## config.mk

```make
export PLATFORM = sky130hd
export DESIGN_NAME = mesh_vertex_critical_point_classifier_top
export DESIGN_NICKNAME = d
export VERILOG_FILES = /design/src/sv/mvcpc_pkg.sv /design/src/sv/mesh_vertex_critical_point_classifier_top.sv
export SDC_FILE = /design/constraint.sdc
export NUM_CORES = 1
export LEC_CHECK = 0
export BUFFER_PORTS_ARGS = -buffer_cell sky130_fd_sc_hd__buf_2
export CORE_UTILIZATION = 54
export DETAILED_ROUTE_END_ITERATION = 16
export PLACE_DENSITY = 0.95
export SLEW_MARGIN = 10
export SYNTH_ARGS = -nofsm -noshare
export SYNTH_HDL_FRONTEND = slang
export SYNTH_SLANG_ARGS = --single-unit
```

## constraint.sdc

```tcl
create_clock -name clk -period 14.71 [get_ports clk]
set_input_delay 2.942 -clock clk [delete_from_list [all_inputs] [get_ports clk]]
set_output_delay 2.942 -clock clk [all_outputs]
set_load 0.02 [all_outputs]
```

## src/sv/mvcpc_pkg.sv

```systemverilog
`timescale 1ns / 1ps
`default_nettype none

package mvcpc_pkg;

  // Default sizes
  localparam int DEF_MAX_RING   = 32;
  localparam int DEF_VALUE_BITS = 32;
  localparam int DEF_INDEX_BITS = 20;

  // Fixed result field widths
  localparam int KIND_W = 3;
  localparam int MULT_W = 4;
  localparam int MULT_MAX = (1 << MULT_W) - 1;

  // Vertex classes
  typedef enum logic [KIND_W-1:0] {
    KIND_REGULAR = 3'd0,
    KIND_MINIMUM = 3'd1,
    KIND_MAXIMUM = 3'd2,
    KIND_SADDLE  = 3'd3,
    KIND_ODD     = 3'd4
  } point_kind_t;

endpackage

`default_nettype wire

```

## src/sv/mesh_vertex_critical_point_classifier_top.sv

```systemverilog
`timescale 1ns / 1ps
`default_nettype none

// Mesh vertex critical point classifier.
// Input stream (s_axis): one transfer per one-ring neighbor, in ring order.
//   tlast marks the final neighbor of a vertex. Each neighbor's sign is set
//   when it lies below the center (ties broken by vertex index) and sign
//   changes around the ring are counted.
// Output stream (m_axis): one transfer per vertex, issued after the transfer
//   that carries tlast, giving the vertex class, saddle multiplicity, the
//   change count and the count of neighbors equal to the center.
// The result is registered: it is valid in the cycle after the closing neighbor transfer.
// Throughput: one neighbor per cycle while s_axis_tready is high; the
//   per-neighbor compare and counter update sit between the input port and the result register.
// A waiting result blocks input only while the receiver stalls: s_axis_tready
//   stays high while the result register is empty or is being drained in the
//   same cycle. When the receiver stalls with a result held, input stops until
//   it is taken.
// Reset (rst, synchronous, active high): ring state clears to no neighbor
//   seen, the result register empties and s_axis_tready is held low.
module mesh_vertex_critical_point_classifier_top #(
  parameter int MAX_RING   = mvcpc_pkg::DEF_MAX_RING,
  parameter int VALUE_BITS = mvcpc_pkg::DEF_VALUE_BITS,
  parameter int INDEX_BITS = mvcpc_pkg::DEF_INDEX_BITS
) (
  input  wire logic clk,
  input  wire logic rst,
  // low bit up: vertex_id, center_value, neighbor_id, neighbor_value, zero fill
  input  wire logic [((2*INDEX_BITS+2*VALUE_BITS+7)/8)*8-1:0] s_axis_tdata,
  input  wire logic s_axis_tvalid,
  input  wire logic s_axis_tlast,   // last_neighbor
  output logic      s_axis_tready,
  // low bit up: vertex_index, point_kind, saddle_multiplicity, sign_changes,
  // tie_count, zero fill
  output logic [((INDEX_BITS+mvcpc_pkg::KIND_W+mvcpc_pkg::MULT_W
                 +2*$clog2(MAX_RING+1)+7)/8)*8-1:0] m_axis_tdata,
  output logic      m_axis_tvalid,
  input  wire logic m_axis_tready
);
  import mvcpc_pkg::*;

  localparam int CNT_W = $clog2(MAX_RING + 1);
  localparam int OUT_W = INDEX_BITS + KIND_W + MULT_W + 2*CNT_W;
  localparam int OUT_TDATA_W = ((OUT_W + 7) / 8) * 8;

  // Input field unpacking
  logic [INDEX_BITS-1:0]        vertex_id;
  logic signed [VALUE_BITS-1:0] center_value;
  logic [INDEX_BITS-1:0]        neighbor_id;
  logic signed [VALUE_BITS-1:0] neighbor_value;

  assign vertex_id      = s_axis_tdata[INDEX_BITS-1:0];
  assign center_value   = s_axis_tdata[INDEX_BITS +: VALUE_BITS];
  assign neighbor_id    = s_axis_tdata[INDEX_BITS+VALUE_BITS +: INDEX_BITS];
  assign neighbor_value = s_axis_tdata[2*INDEX_BITS+VALUE_BITS +: VALUE_BITS];

  // Ring state
  logic             first_sign, first_sign_next;
  logic             previous_sign, previous_sign_next;
  logic [CNT_W-1:0] change_counter, change_counter_next;
  logic [CNT_W-1:0] tie_counter, tie_counter_next;
  logic             ring_started, ring_started_next;

  // Result register
  logic                  out_valid;
  logic [INDEX_BITS-1:0] out_vertex;
  point_kind_t           out_kind;
  logic [MULT_W-1:0]     out_mult;
  logic [CNT_W-1:0]      out_changes;
  logic [CNT_W-1:0]      out_ties;

  logic in_xfer;

  // Per-neighbor working values
  logic             is_tie;
  logic             sign;
  logic             ring_first;
  logic [CNT_W-1:0] changes_mid;
  logic [CNT_W-1:0] changes_closed;
  logic [CNT_W-2:0] half_changes;
  point_kind_t      kind;
  logic [MULT_W-1:0] mult;

  function automatic logic [CNT_W-1:0] sat_inc(input logic [CNT_W-1:0] c);
    if (int'(c) < MAX_RING) begin
      sat_inc = c + 1'b1;
    end else begin
      sat_inc = CNT_W'(MAX_RING);
    end
  endfunction

  // Accept while the result slot is empty or draining
  assign s_axis_tready = !rst && (!out_valid || m_axis_tready);
  assign in_xfer       = s_axis_tvalid && s_axis_tready;

  // Sign, counters and ring closing
  always_comb begin
    is_tie = (neighbor_value == center_value);
    if (is_tie) begin
      sign = (vertex_id > neighbor_id);
      tie_counter_next = sat_inc(tie_counter);
    end else begin
      sign = (neighbor_value < center_value);
      tie_counter_next = tie_counter;
    end

    if (!ring_started) begin
      ring_first  = sign;
      changes_mid = change_counter;
    end else begin
      ring_first  = first_sign;
      changes_mid = (sign != previous_sign) ? sat_inc(change_counter) : change_counter;
    end

    changes_closed = (sign != ring_first) ? sat_inc(changes_mid) : changes_mid;

    if (s_axis_tlast) begin
      first_sign_next     = 1'b0;
      previous_sign_next  = 1'b0;
      change_counter_next = '0;
      tie_counter_next    = '0;
      ring_started_next   = 1'b0;
    end else begin
      first_sign_next     = ring_first;
      previous_sign_next  = sign;
      change_counter_next = changes_mid;
      ring_started_next   = 1'b1;
    end
  end

  // Classification of the closed ring
  always_comb begin
    half_changes = changes_closed[CNT_W-1:1];
    mult = '0;
    if (changes_closed == '0) begin
      kind = ring_first ? KIND_MAXIMUM : KIND_MINIMUM;
    end else if (int'(changes_closed) == 2) begin
      kind = KIND_REGULAR;
    end else if (!changes_closed[0]) begin
      kind = KIND_SADDLE;
      if (int'(half_changes) - 1 > MULT_MAX) begin
        mult = MULT_W'(MULT_MAX);
      end else begin
        mult = MULT_W'(int'(half_changes) - 1);
      end
    end else begin
      kind = KIND_ODD;
    end
  end

  // Ring state registers
  always_ff @(posedge clk) begin
    if (rst) begin
      first_sign     <= 1'b0;
      previous_sign  <= 1'b0;
      change_counter <= '0;
      tie_counter    <= '0;
      ring_started   <= 1'b0;
    end else if (in_xfer) begin
      first_sign     <= first_sign_next;
      previous_sign  <= previous_sign_next;
      change_counter <= change_counter_next;
      tie_counter    <= tie_counter_next;
      ring_started   <= ring_started_next;
    end
  end

  // Result valid
  always_ff @(posedge clk) begin
    if (rst) begin
      out_valid <= 1'b0;
    end else if (in_xfer && s_axis_tlast) begin
      out_valid <= 1'b1;
    end else if (m_axis_tready) begin
      out_valid <= 1'b0;
    end
  end

  // Result payload
  always_ff @(posedge clk) begin
    if (in_xfer && s_axis_tlast) begin
      out_vertex  <= vertex_id;
      out_kind    <= kind;
      out_mult    <= mult;
      out_changes <= changes_closed;
      out_ties    <= is_tie ? sat_inc(tie_counter) : tie_counter;
    end
  end

  assign m_axis_tvalid = out_valid;
  assign m_axis_tdata  = OUT_TDATA_W'({out_ties, out_changes, out_mult, out_kind, out_vertex});

endmodule

`default_nettype wire

```

=== After elaboration in Yosys (flattened, before gate mapping) ===
Index checks and enable logic that the tools add are counted.

* Flip-flop bits (word level): 55
* Input bits: 109
* Output and inout bits: 42
* Logic and storage cells: 55

* $add $sub $neg: 4
* Order comparisons: 6
* Equality and inequality tests: 4
* Multiplexer cells: 21
* Reduce and logical (&&, ||, !) cells: 9

{| class="wikitable"
|+ Operators with widths
! cell !! number
|-
| 6-bit two-way mux || 9
|-
| 32-bit == test || 1
|-
| 32-bit by 5-bit greater-than comparator with 1-bit output, second input constant || 1
|-
| 32-bit less-than comparator || 1
|-
| 20-bit greater-than comparator || 1
|-
| 6-bit by 1-bit adder with 6-bit output, second input constant || 3
|-
| 6-bit less-than comparator, second input constant || 3
|-
| 3-bit two-way mux || 3
|-
| 1-bit two-way mux || 7
|-
| 6-bit by 3-bit == test with 1-bit output, second input constant || 1
|-
| 6-bit zero test || 1
|-
| 5-bit by 1-bit subtractor with 6-bit output, second input constant || 1
|-
| 4-bit two-way mux || 1
|-
| 1-bit logical AND || 3
|-
| 3-bit OR reduction || 1
|-
| 1-bit zero test || 2
|-
| 2-bit two-way mux || 1
|-
| 1-bit != test || 2
|-
| 2-bit nonzero test || 1
|-
| 1-bit logical OR || 1
|}

=== Longest topological paths before layout ===
Gate-level depths: netlist of run 1.

* Depth in word-level cells: 11
* Gate-level depth with buffers: 23
* Gate-level depth less buffers: 22

=== Least setup slack after synthesis of run 1 ===
No wires, ideal clock.

* Path kind: in2reg
* Start point: input port s_axis_tdata[50]
* End point: register out_mult[1] (data pin)
* Library setup time: 0.267 ns
* Data arrival time: 6.870 ns
* Data required time: 14.443 ns
* Path slack: 7.573 ns
* Cell stages on the path: 22
* Path buffers: 1
* Path through: inv_1 > ha_1 > nand4_1 > nor3_1 > a221o_1 > or3_1 > and4_1 > or2_1 > buf_2 > or3_1 > o211ai_2 > ha_1 > inv_1 > or2_2 > mux2_4 > o21ai_4 > inv_1 > ha_1 > inv_1 > or3b_1 > a2bb2oi_1 > o21ai_0

* Longest elaborated chain between the ends: 11
* Elaborated cells between the ends (all ways): 18
* Classes of those cells: 2 x add/sub; 3 x order compare; 4 x eq/ne; 7 x mux; 2 x reduce/logical

{| class="wikitable"
|+ RTL lines
! what !! line !! text
|-
| start: declaration || mesh_vertex_critical_point_classifier_top.sv:29 || <nowiki>input wire logic [((2*INDEX_BITS+2*VALUE_BITS+7)/8)*8-1:0] s_axis_tdata,</nowiki>
|-
| 32-bit less-than comparator or 32-bit == test (tied branches) || mesh_vertex_critical_point_classifier_top.sv:103, mesh_vertex_critical_point_classifier_top.sv:98 ||
|-
| 1-bit two-way mux * || mesh_vertex_critical_point_classifier_top.sv:99 || <nowiki>if (is_tie) begin</nowiki>
|-
| 1-bit != test || mesh_vertex_critical_point_classifier_top.sv:112 || <nowiki>changes_mid = (sign != previous_sign) ? sat_inc(change_counter) : change_counter;</nowiki>
|-
| 6-bit two-way mux || mesh_vertex_critical_point_classifier_top.sv:112 ||
|-
| 6-bit two-way mux || mesh_vertex_critical_point_classifier_top.sv:107 || <nowiki>if (!ring_started) begin</nowiki>
|-
| 6-bit by 1-bit adder with 6-bit output or 6-bit less-than comparator (tied branches) || mesh_vertex_critical_point_classifier_top.sv:86, mesh_vertex_critical_point_classifier_top.sv:85 ||
|-
| 6-bit two-way mux || mesh_vertex_critical_point_classifier_top.sv:85 || <nowiki>if (int'(c) < MAX_RING) begin</nowiki>
|-
| 6-bit two-way mux * || mesh_vertex_critical_point_classifier_top.sv:115 || <nowiki>changes_closed = (sign != ring_first) ? sat_inc(changes_mid) : changes_mid;</nowiki>
|-
| via changes_closed[2] || mesh_vertex_critical_point_classifier_top.sv:79 || <nowiki>logic [CNT_W-1:0] changes_closed;</nowiki>
|-
| 5-bit by 1-bit subtractor with 6-bit output || mesh_vertex_critical_point_classifier_top.sv:144 || <nowiki>mult = MULT_W'(int'(half_changes) - 1);</nowiki>
|-
| 32-bit by 5-bit greater-than comparator with 1-bit output || mesh_vertex_critical_point_classifier_top.sv:141 || <nowiki>if (int'(half_changes) - 1 > MULT_MAX) begin</nowiki>
|-
| 4-bit two-way mux || mesh_vertex_critical_point_classifier_top.sv:141 ||
|-
| end signal: assignment || mesh_vertex_critical_point_classifier_top.sv:184 || <nowiki>out_mult <= mult;</nowiki>
|-
| end: declaration || mesh_vertex_critical_point_classifier_top.sv:68 || <nowiki>logic [MULT_W-1:0] out_mult;</nowiki>
|}

Mark *: on every way through the listed nets, which the timed path passes. The rest lies on a longest branch.
A chain may end at the register's enable or synchronous reset.

=== Final worst setup path of run 1 ===
* Start point: input port s_axis_tdata[35]
* End point: register out_mult[3] (data pin)

The elaborated chain is that of the path after synthesis.

==> flow_summary.yaml, run 1 <==
status:
  status: "finished clean"
cells_and_area:
  mostFrequentLayoutCells: "buf_2 (149), inv_1 (64), ha_1 (56)"
  drive_gt1_share_pct: 29.15
  diodes: 0
  fill_cells: 572
  layout_commonest_cell: "buf_2"
  postLayoutCoreUtil_pct: 68.62
  finalNetCount: 754
  syn2layout_area_growth_pct: 22.55
setup_path:
  crit_path_start_kind: "input port"
  arrival_ns: 7.45
  r2r_cells: 15
  critPathKind: "in2reg"
  cp-end-kind: "flop"
  reg2reg_slack_ns: 11.26
  cp-startpoint: "s_axis_tdata[35]"
  worstPathMaxFanout: 7
  crit_end: "out_mult[3]"
  r2r_start: "previous_sign"
  cp.required_ns: 14.77
  rr_endpoint: "out_mult[3]"
clocking:
  htree_levels: 2
  clock_sinks: 55
  cts_buffers: 5
  root_buffer: "clkbuf_8"
  cts.clk_slew.worst_paths_ns: 0.10
  cts_tree: "done"
  cts_hold_buf: 0
  clock_latency_ns: 0.31
  clk_path_buf_depth: 2
  cts-resized-gates: 0
  postCtsSetupBuffers: 0
yosys:
  synth_top_family_by_area: "simple AND/OR/NAND/NOR gates"
  synth_compound_area_share_pct: 17.38
  synth_xor_area_share_pct: 1.294
  synth_flop_cell: "edfxtp_1"
  ys_types: 57
  syn_nets: 610
  yosys_warnings: 0
  synthCells: 445
  syn-cell-area_um2: 4061
  avgSynthCellArea_um2: 9.127
  yosysSeqAreaShare_pct: 36.72
  synth-seq-cells: 55
  synth_area_leaders: "edfxtp_1 (29%), ha_1 (17%), dfxtp_1 (7.9%), inv_1 (5.9%), a21oi_1 (4.1%)"
  synthSimpleGateAreaFrac_pct: 17.74
  synth_edf_count: 39
  yosysTopAreaCellShare_pct: 28.84
  async_flop_share_pct: 0
  synthMuxAreaShare_pct: 2.249
  yosys.area_share.adder_pct: 17.25
  synth_area_leader_cell: "edfxtp_1"
routing:
  wirelength_um: 9977
  vias_per_cell: 5.639
  wl_per_cell_um: 14.48
  drc: 0
  first_pass_iters: 5
  via_count: 3885
  first_iter_violations: 266
  ant_nets: 0
timing:
  rsz0062_at_grt: "no"
  worst_pin_slew_ns: 0.7516
  fin_skew_ns: 0.008378
  slew_headroom_pct: 49.71
  setup_tns_ns: 0
  setup_viol: 0
  fmax_mhz: 135.4
  period_minus_slack_ns: 7.388
  final.setup.worst_slack_ns: 7.322
  finalHoldViolCount: 0
  slew_violations: 0
  finalCritPeriodShare_pct: 50.22
global_routing:
  grt.busiest_layer: "met2"
  grt_pass1_wl_um: 16050
  track_usage_pct: 26.24
  antenna_found_initial: 0
  grt_max_degree: 30
  gr-total-overflow: 0
  met3_usage_pct: 4.104
  met2_usage_pct: 50.49
  met1_usage_pct: 29.27
  grt_pass1_vias: 3695
die:
  dieHeight_um: 88.73
  start_util_pct: 55.99
  num_rows: 31
  io_pins: 151
  die_w_um: 88.73
  coreArea_um2: 7253
  dieArea_um2: 7872
flow_run:
  max-cap-violations: 0
pwr:
  vdd_drop_max_v: 0.00005183
  power_density_nw_per_um2: 66.57
  leakage_nw: 2.408
  p_total_w: 0.0003314
worst_hold_path:
  min_path_type: "reg2reg"
place:
  port_buffers: 149
  place_hpwl_um: 8178
  place_ws_ns: 7.025
  gp_congestion: 0.9092
==> metal layers <==
layer  up-vias  share of wire (%)
li1       1898                  -
met1      1815                 39
met2       153                 54
met3        19                5.2
met4         0                1.6
met5         -                  0
==> worst max-delay path, stage by stage <==
cell,delay (ns)
buf_2,0.08
inv_1,0.03
ha_1,0.32
nand4_1,0.16
or4_4,0.59
a21oi_1,0.17
o31ai_1,0.10
and4_1,0.27
nor2_2,0.37
mux2i_1,0.44
nand2_1,0.10
nand2_1,0.11
ha_1,0.17
inv_1,0.04
or2_2,0.30
mux2_4,0.29
o21ai_4,0.19
inv_1,0.07
ha_1,0.22
inv_1,0.06
or3b_1,0.09
a2bb2oi_1,0.21
o21ai_0,0.13
==> cells in the mapped netlist (all sizes together) (2+ instances only) <==
library cell,n
a21boi,3
a21o,6
a21oi,33
a221o,3
a22oi,11
a31oi,3
a32o,2
and2,2
and4,2
buf,3
clkbuf,10
dfxtp,16
edfxtp,39
ha,56
inv,64
mux2,3
mux2i,5
nand2,26
nand2b,6
nand3,10
nand4,16
nor2,36
nor2b,9
nor3,7
nor4,6
o211ai,3
o21a,4
o21ai,23
o21bai,2
o31ai,3
or2,4
or3,3
or4,8
xnor2,5
==> where the power goes <==
part,internal [W],switching (W)
logic,0.0000319,0.0000412
registers,0.000170,0.00000201
clock network,0.0000377,0.0000490
==> metrics by stage <==
stage,cell area [µm²],hold WS (ns),cells
3_5_place_dp,4883,0.4864,681
2_1_floorplan,4061,0.5189,445
4_1_cts,4977,0.5014,689
3_3_place_gp,4883,0.4829,681
6_report,4977,0.5095,689
5_1_grt,4977,0.5753,689
==> state kept, by name, indices dropped and copies added (netlist names) <==
register        count
ring_started        1
out_kind            3
out_vertex         20
out_changes         6
change_counter      6
first_sign          1
previous_sign       1
out_mult            4
tie_counter         6
out_ties            6
m_axis_tvalid       1
==> final cells by class <==
| cell class | instances | area, µm² | area share (%) |
|---|---|---|---|
| clock inverter | 2 | 11.26 | 0.2262 |
| clock buffer | 6 | 82.58 | 1.659 |
| tap | 99 | 123.9 | 2.489 |
| inverter | 64 | 240.2 | 4.827 |
| sequential | 55 | 1491 | 29.96 |
| timing repair buffer | 150 | 753.2 | 15.13 |
| multi-input combinational | 313 | 2275 | 45.70 |
==> cells by family after synthesis <==
kind of cell               after synthesis
and+or+nand+nor                        137
AOI/OAI and AO/OA                      105
buffers and inverters                   77
adders and majority gates               56
DFF                                     55
muxes                                    8
xor gates and xnor gates                 6
other                                    1
==> how the worst min path moves through the flow <==
stage	from	to	slack [ns]	depth (start not counted)
after global placement	m_axis_tvalid	m_axis_tvalid	0.48	2
final	m_axis_tvalid	m_axis_tvalid	0.51	2
after detailed placement	m_axis_tvalid	m_axis_tvalid	0.49	2
after floorplan	tie_counter[4]	tie_counter[4]	0.52	2
after CTS	m_axis_tvalid	m_axis_tvalid	0.50	2
after global routing	m_axis_tvalid	m_axis_tvalid	0.58	2
(Power assumes the default switching activity.)
==> inputs of run 2 (changes only) <==
Settings changed: CORE_UTILIZATION 54 to 50, PLACE_DENSITY 0.95 to 0.93.
Clock period 14.71 ns to 6.9 ns, I/O delays scaled along.
==> flow_summary.yaml, run 2 (synthesized netlist as in run 1, its figures left out) <==
timing:
  finalCritPeriodShare_pct: 85.25
  worst_pin_slew_ns: 0.8678
  slew_headroom_pct: 41.93
  finalHoldViolCount: 0
  final.setup.worst_slack_ns: 1.017
  rsz0062_at_grt: "no"
  setup_viol: 0
  fin_skew_ns: 0.01011
  period_minus_slack_ns: 5.883
  setup_tns_ns: 0
  slew_violations: 0
  fmax_mhz: 170.0
setup_path:
  crit_path_start_kind: "input port"
  path_cells: "buf_2 -> inv_1 -> ha_1 -> nand4_1 -> nor3_1 -> a221o_1 -> or3_1 -> and4_1 -> nor2_2 -> mux2i_1 -> nand2_1 -> nand2_1 -> ha_1 -> inv_1 -> or2_2 -> mux2_4 -> o21ai_4 -> inv_1 -> ha_1 -> inv_1 -> or3b_1 -> a2bb2oi_1 -> o21ai_0"
  cpMaxStageDelayCell: "mux2i_1"
  worstPathMaxFanout: 7
  cp_common_cell: "inv_1"
  cp_num_buf_inv: 5
  critPathKind: "in2reg"
  arrival_ns: 5.94
  cp_top_family: "simple AND/OR/NAND/NOR gates"
  cp-end-kind: "flop"
  cp.required_ns: 6.96
  cp_slowest_stage_delay_ns: 0.45
pwr:
  combPwrFrac_pct: 20.1
  swShare_pct: 25.75
  power_density_nw_per_um2: 154.2
  vdd_drop_max_v: 0.0001226
  power.switching_w: 0.0001994
  seq_power_share_pct: 47.2
  p_int_w: 0.0005748
  p_clk_share_pct: 32.6
  leakage_nw: 2.430
global_routing:
  grt_max_degree: 36
  antenna_found_initial: 0
  grt_pass1_wl_um: 16350
  grt_pass1_vias: 3816
  gr-total-overflow: 0
  track_usage_pct: 23.81
routing:
  wl_per_cell_um: 14.46
  first_iter_violations: 198
  drc: 0
  first_pass_iters: 5
  ant_nets: 0
  vias_per_cell: 5.584
  wirelength_um: 10000
  via_count: 3864
cells_and_area:
  diodes: 0
  final_area_um2: 5020
  seq_area_um2: 1491
  fill_cells: 645
  mostFrequentLayoutCells: "buf_2 (149), inv_1 (64), ha_1 (56)"
  largest_reg_flops: 20
  layout_commonest_cell: "buf_2"
  finalNetCount: 754
  multiInputGateArea_um2: 2275
  syn2layout_area_growth_pct: 23.60
  drive_gt1_share_pct: 29.15
  largest_register: "out_vertex"
die:
  die_w_um: 92.13
  coreArea_um2: 7807
  num_rows: 32
  dieHeight_um: 92.13
  io_pins: 151
  dieArea_um2: 8487
  start_util_pct: 52.02
clocking:
  cts_hold_buf: 0
  clk_path_buf_depth: 2
  htree_levels: 2
  cts_buffers: 5
  root_buffer: "clkbuf_8"
  cts_tree: "done"
  clock_sinks: 55
  cts-resized-gates: 0
  clock_latency_ns: 0.31
  postCtsSetupBuffers: 0
  cts.clk_slew.worst_paths_ns: 0.10
place:
  place_hpwl_um: 8213
  place_ws_ns: 0.7426
  placed_cell_area_um2: 4887
  gp_congestion: 0.9066
  port_buffers: 149
worst_hold_path:
  min_path_type: "reg2reg"
flow_run:
  max-cap-violations: 0
status:
  status: "finished clean"
run 2: cell types whose count changed in the layout (fill, tap and decap cells not counted):
cell and change:
clkbuf_8 -1, bufinv_16 +2, clkbuf_1 +1, clkinv_1 -1
clkinvlp_4 -1
run 2: per-layer routing:
metal / up-vias / part of all wire (%) / routed length (µm) / global-route usage (%)
met5: - / 0 / 0 / 0
met4: 0 / 2.2 / 217 / 8.724
met3: 20 / 5.2 / 524 / 4.229
met2: 135 / 52 / 5250 / 45.02
met1: 1808 / 40 / 4010 / 26.31
li1: 1901 / - / - / -
run 2: layout make-up:
| type | instances | share of cell area [%] |
|---|---|---|
| multi-input cells | 313 | 45.31 |
| well taps | 102 | 2.542 |
| inverters | 64 | 4.786 |
| repair buffers | 150 | 15.00 |
| flip-flops and latches | 55 | 29.71 |
| clock inverters | 2 | 1.196 |
| clock buffers | 6 | 1.446 |
run 2: final timing paths:
path              slack [ns]         startpoint  cells after the start       endpoint
hold reg to reg         0.51      m_axis_tvalid                      2  m_axis_tvalid
setup / recovery        1.02   s_axis_tdata[51]                     23    out_mult[1]
hold / removal          0.51      m_axis_tvalid                      2  m_axis_tvalid
setup reg to reg        3.36  change_counter[0]                     13    out_mult[1]
run 2: through the flow:
| step | total power [W] | utilization (%) | hold slack (ns) | cells |
|---|---|---|---|---|
| final | 0.0007741 | 64.29 | 0.5119 | 692 |
| after global routing | 0.0008032 | 64.29 | 0.5370 | 692 |
| after CTS | 0.0007724 | 64.29 | 0.5052 | 692 |
| after detailed placement | 0.0005289 | 62.60 | 0.4839 | 684 |
| after global placement | 0.0005191 | 62.60 | 0.4964 | 684 |
| after floorplan | 0.0004661 | - | 0.5189 | 445 |
run 2: tightest hold or removal path: stages, from the launching register on:
cell and delay (ns):
dfxtp_1 0.32, nand2b_1 0.09, a21oi_1 0.06
run 2: power by group through the flow:
stage / registers [W] / logic (W) / clock network, W
global route: 0.000367 / 0.000175 / 0.000261
CTS: 0.000366 / 0.000156 / 0.000250
floorplan: 0.000380 / 0.0000861 / 0
global placement: 0.000373 / 0.000146 / 0
finish: 0.000366 / 0.000156 / 0.000253
detailed placement: 0.000373 / 0.000156 / 0
==> inputs of run 3 (changes only) <==
Settings changed: CELL_PAD_IN_SITES_DETAIL_PLACEMENT set to 0, CELL_PAD_IN_SITES_GLOBAL_PLACEMENT set to 2, CORE_UTILIZATION 50 to 29.
==> flow_summary.yaml, run 3 (synthesized netlist as in run 1, its figures left out) <==
die:
  dieArea_um2: 14480
  num_rows: 42
  start_util_pct: 30.19
  io_pins: 151
  die_w_um: 120.3
  coreArea_um2: 13450
  dieHeight_um: 120.3
pwr:
  power_density_nw_per_um2: 151.7
  power.switching_w: 0.0002132
  seq_power_share_pct: 47.0
  combPwrFrac_pct: 19.7
  p_int_w: 0.0005648
  swShare_pct: 27.41
  p_clk_share_pct: 33.3
  leakage_nw: 2.434
  vdd_drop_max_v: 0.00008847
routing:
  vias_per_cell: 4.867
  wirelength_um: 10070
  via_count: 3728
  drc: 0
  ant_nets: 0
  wl_per_cell_um: 13.14
  first_pass_iters: 4
  first_iter_violations: 111
cells_and_area:
  finalNetCount: 754
  diodes: 0
  layout_commonest_cell: "buf_2"
  mostFrequentLayoutCells: "buf_2 (149), inv_1 (64), ha_1 (56)"
  largest_reg_flops: 20
  syn2layout_area_growth_pct: 26.31
  drive_gt1_share_pct: 29.32
  largest_register: "out_vertex"
  final_area_um2: 5130
worst_hold_path:
  min_path_type: "reg2reg"
place:
  port_buffers: 149
  place_ws_ns: 0.7630
  placed_cell_area_um2: 4980
  gp_congestion: 0.8030
  place_hpwl_um: 8204
clocking:
  cts_tree: "done"
  cts.clk_slew.worst_paths_ns: 0.07
  cts_buffers: 5
  clock_sinks: 55
  root_buffer: "clkbuf_16"
  cts_hold_buf: 0
  clk_path_buf_depth: 2
  htree_levels: 2
  cts-resized-gates: 0
  clock_latency_ns: 0.30
  postCtsSetupBuffers: 0
status:
  status: "finished clean"
global_routing:
  antenna_found_initial: 0
  track_usage_pct: 14.43
  grt_pass1_vias: 3691
  grt_max_degree: 40
  grt_pass1_wl_um: 16840
  gr-total-overflow: 0
timing:
  setup_tns_ns: 0
  fin_skew_ns: 0.003344
  setup_viol: 0
  slew_violations: 0
  rsz0062_at_grt: "no"
  worst_pin_slew_ns: 0.8829
  fmax_mhz: 171.1
  finalHoldViolCount: 0
  finalCritPeriodShare_pct: 84.68
  period_minus_slack_ns: 5.843
  slew_headroom_pct: 40.92
  final.setup.worst_slack_ns: 1.057
  whs_ns: 0.4862
setup_path:
  cp_top_family: "simple AND/OR/NAND/NOR gates"
  cp_common_cell: "inv_1"
  worstPathMaxFanout: 7
  cp.required_ns: 6.94
  crit_path_start_kind: "input port"
  cp_num_buf_inv: 5
  critPathKind: "in2reg"
  cp-end-kind: "flop"
  cpMaxStageDelayCell: "mux2i_1"
  cp_slowest_stage_delay_ns: 0.49
  arrival_ns: 5.88
  path_cells: "buf_2 -> inv_1 -> ha_1 -> nand4_1 -> nor3_1 -> a221o_1 -> or3_1 -> and4_1 -> nor2_2 -> mux2i_1 -> nand2_1 -> nand2_1 -> ha_1 -> inv_1 -> or2_2 -> mux2_4 -> o21ai_4 -> inv_1 -> ha_1 -> inv_1 -> or3b_1 -> a2bb2oi_1 -> o21ai_0"
flow_run:
  max-cap-violations: 0
-- run 3: cell types whose count changed in the layout (fill, tap and decap cells not counted) --
| cell | before | now |
|---|---|---|
| clkbuf_8 | 5 | 0 |
| clkinvlp_4 | 0 | 1 |
| bufinv_16 | 2 | 0 |
| clkinv_4 | 0 | 2 |
| clkbuf_16 | 0 | 5 |
| clkbuf_1 | 1 | 0 |
-- run 3: worst register-to-register path, stage by stage (launching register included) --
cell	delay (ns)
dfxtp_1	0.54
inv_1	0.24
nand2_1	0.18
mux2i_1	0.18
o211ai_2	0.31
ha_1	0.22
inv_1	0.04
or2_2	0.29
mux2_4	0.28
o21ai_4	0.18
inv_1	0.06
ha_1	0.22
inv_1	0.06
or3b_1	0.10
a2bb2oi_1	0.21
o21ai_0	0.12
-- run 3: worst paths after layout --
kind,from,to,slack [ns],depth (start not counted)
worst min-delay path,m_axis_tvalid,m_axis_tvalid,0.49,2
worst max-delay path,s_axis_tdata[51],out_mult[1],1.06,23
worst min register to register,m_axis_tvalid,m_axis_tvalid,0.49,2
worst max register to register,previous_sign,out_mult[1],3.39,15
-- run 3: power groups by stage --
stage,sequential [W],clock [W],combinational (W)
after floorplan,0.000380,0,0.0000861
after global placement,0.000373,0,0.000151
after detailed placement,0.000373,0,0.000154
after CTS,0.000366,0.000268,0.000155
after global routing,0.000367,0.000278,0.000176
final,0.000366,0.000259,0.000153
-- run 3: cell type report --
| type | instances | area, µm² |
|---|---|---|
| inverter | 64 | 240.2 |
| sequential | 55 | 1491 |
| fill | 1420 | 8323 |
| timing repair buffer | 150 | 753.2 |
| tap | 176 | 220.2 |
| multi-input combinational | 313 | 2275 |
| clock buffer | 5 | 125.1 |
| clock inverter | 3 | 25.02 |
-- run 3: layer usage --
layer,wire (µm),global-route usage (%)
met3,607,3.113
met4,148,4.707
met5,0,0
met1,4446,18.07
met2,4868,24.53
-- run 3: per-stage QoR --
stage	cells	power [W]	util, %
floorplan	445	0.0004661	-
global placement	758	0.0005243	37.02
detailed placement	758	0.0005279	37.02
CTS	766	0.0007890	38.13
global route	766	0.0008203	38.13
finish	766	0.0007780	38.13
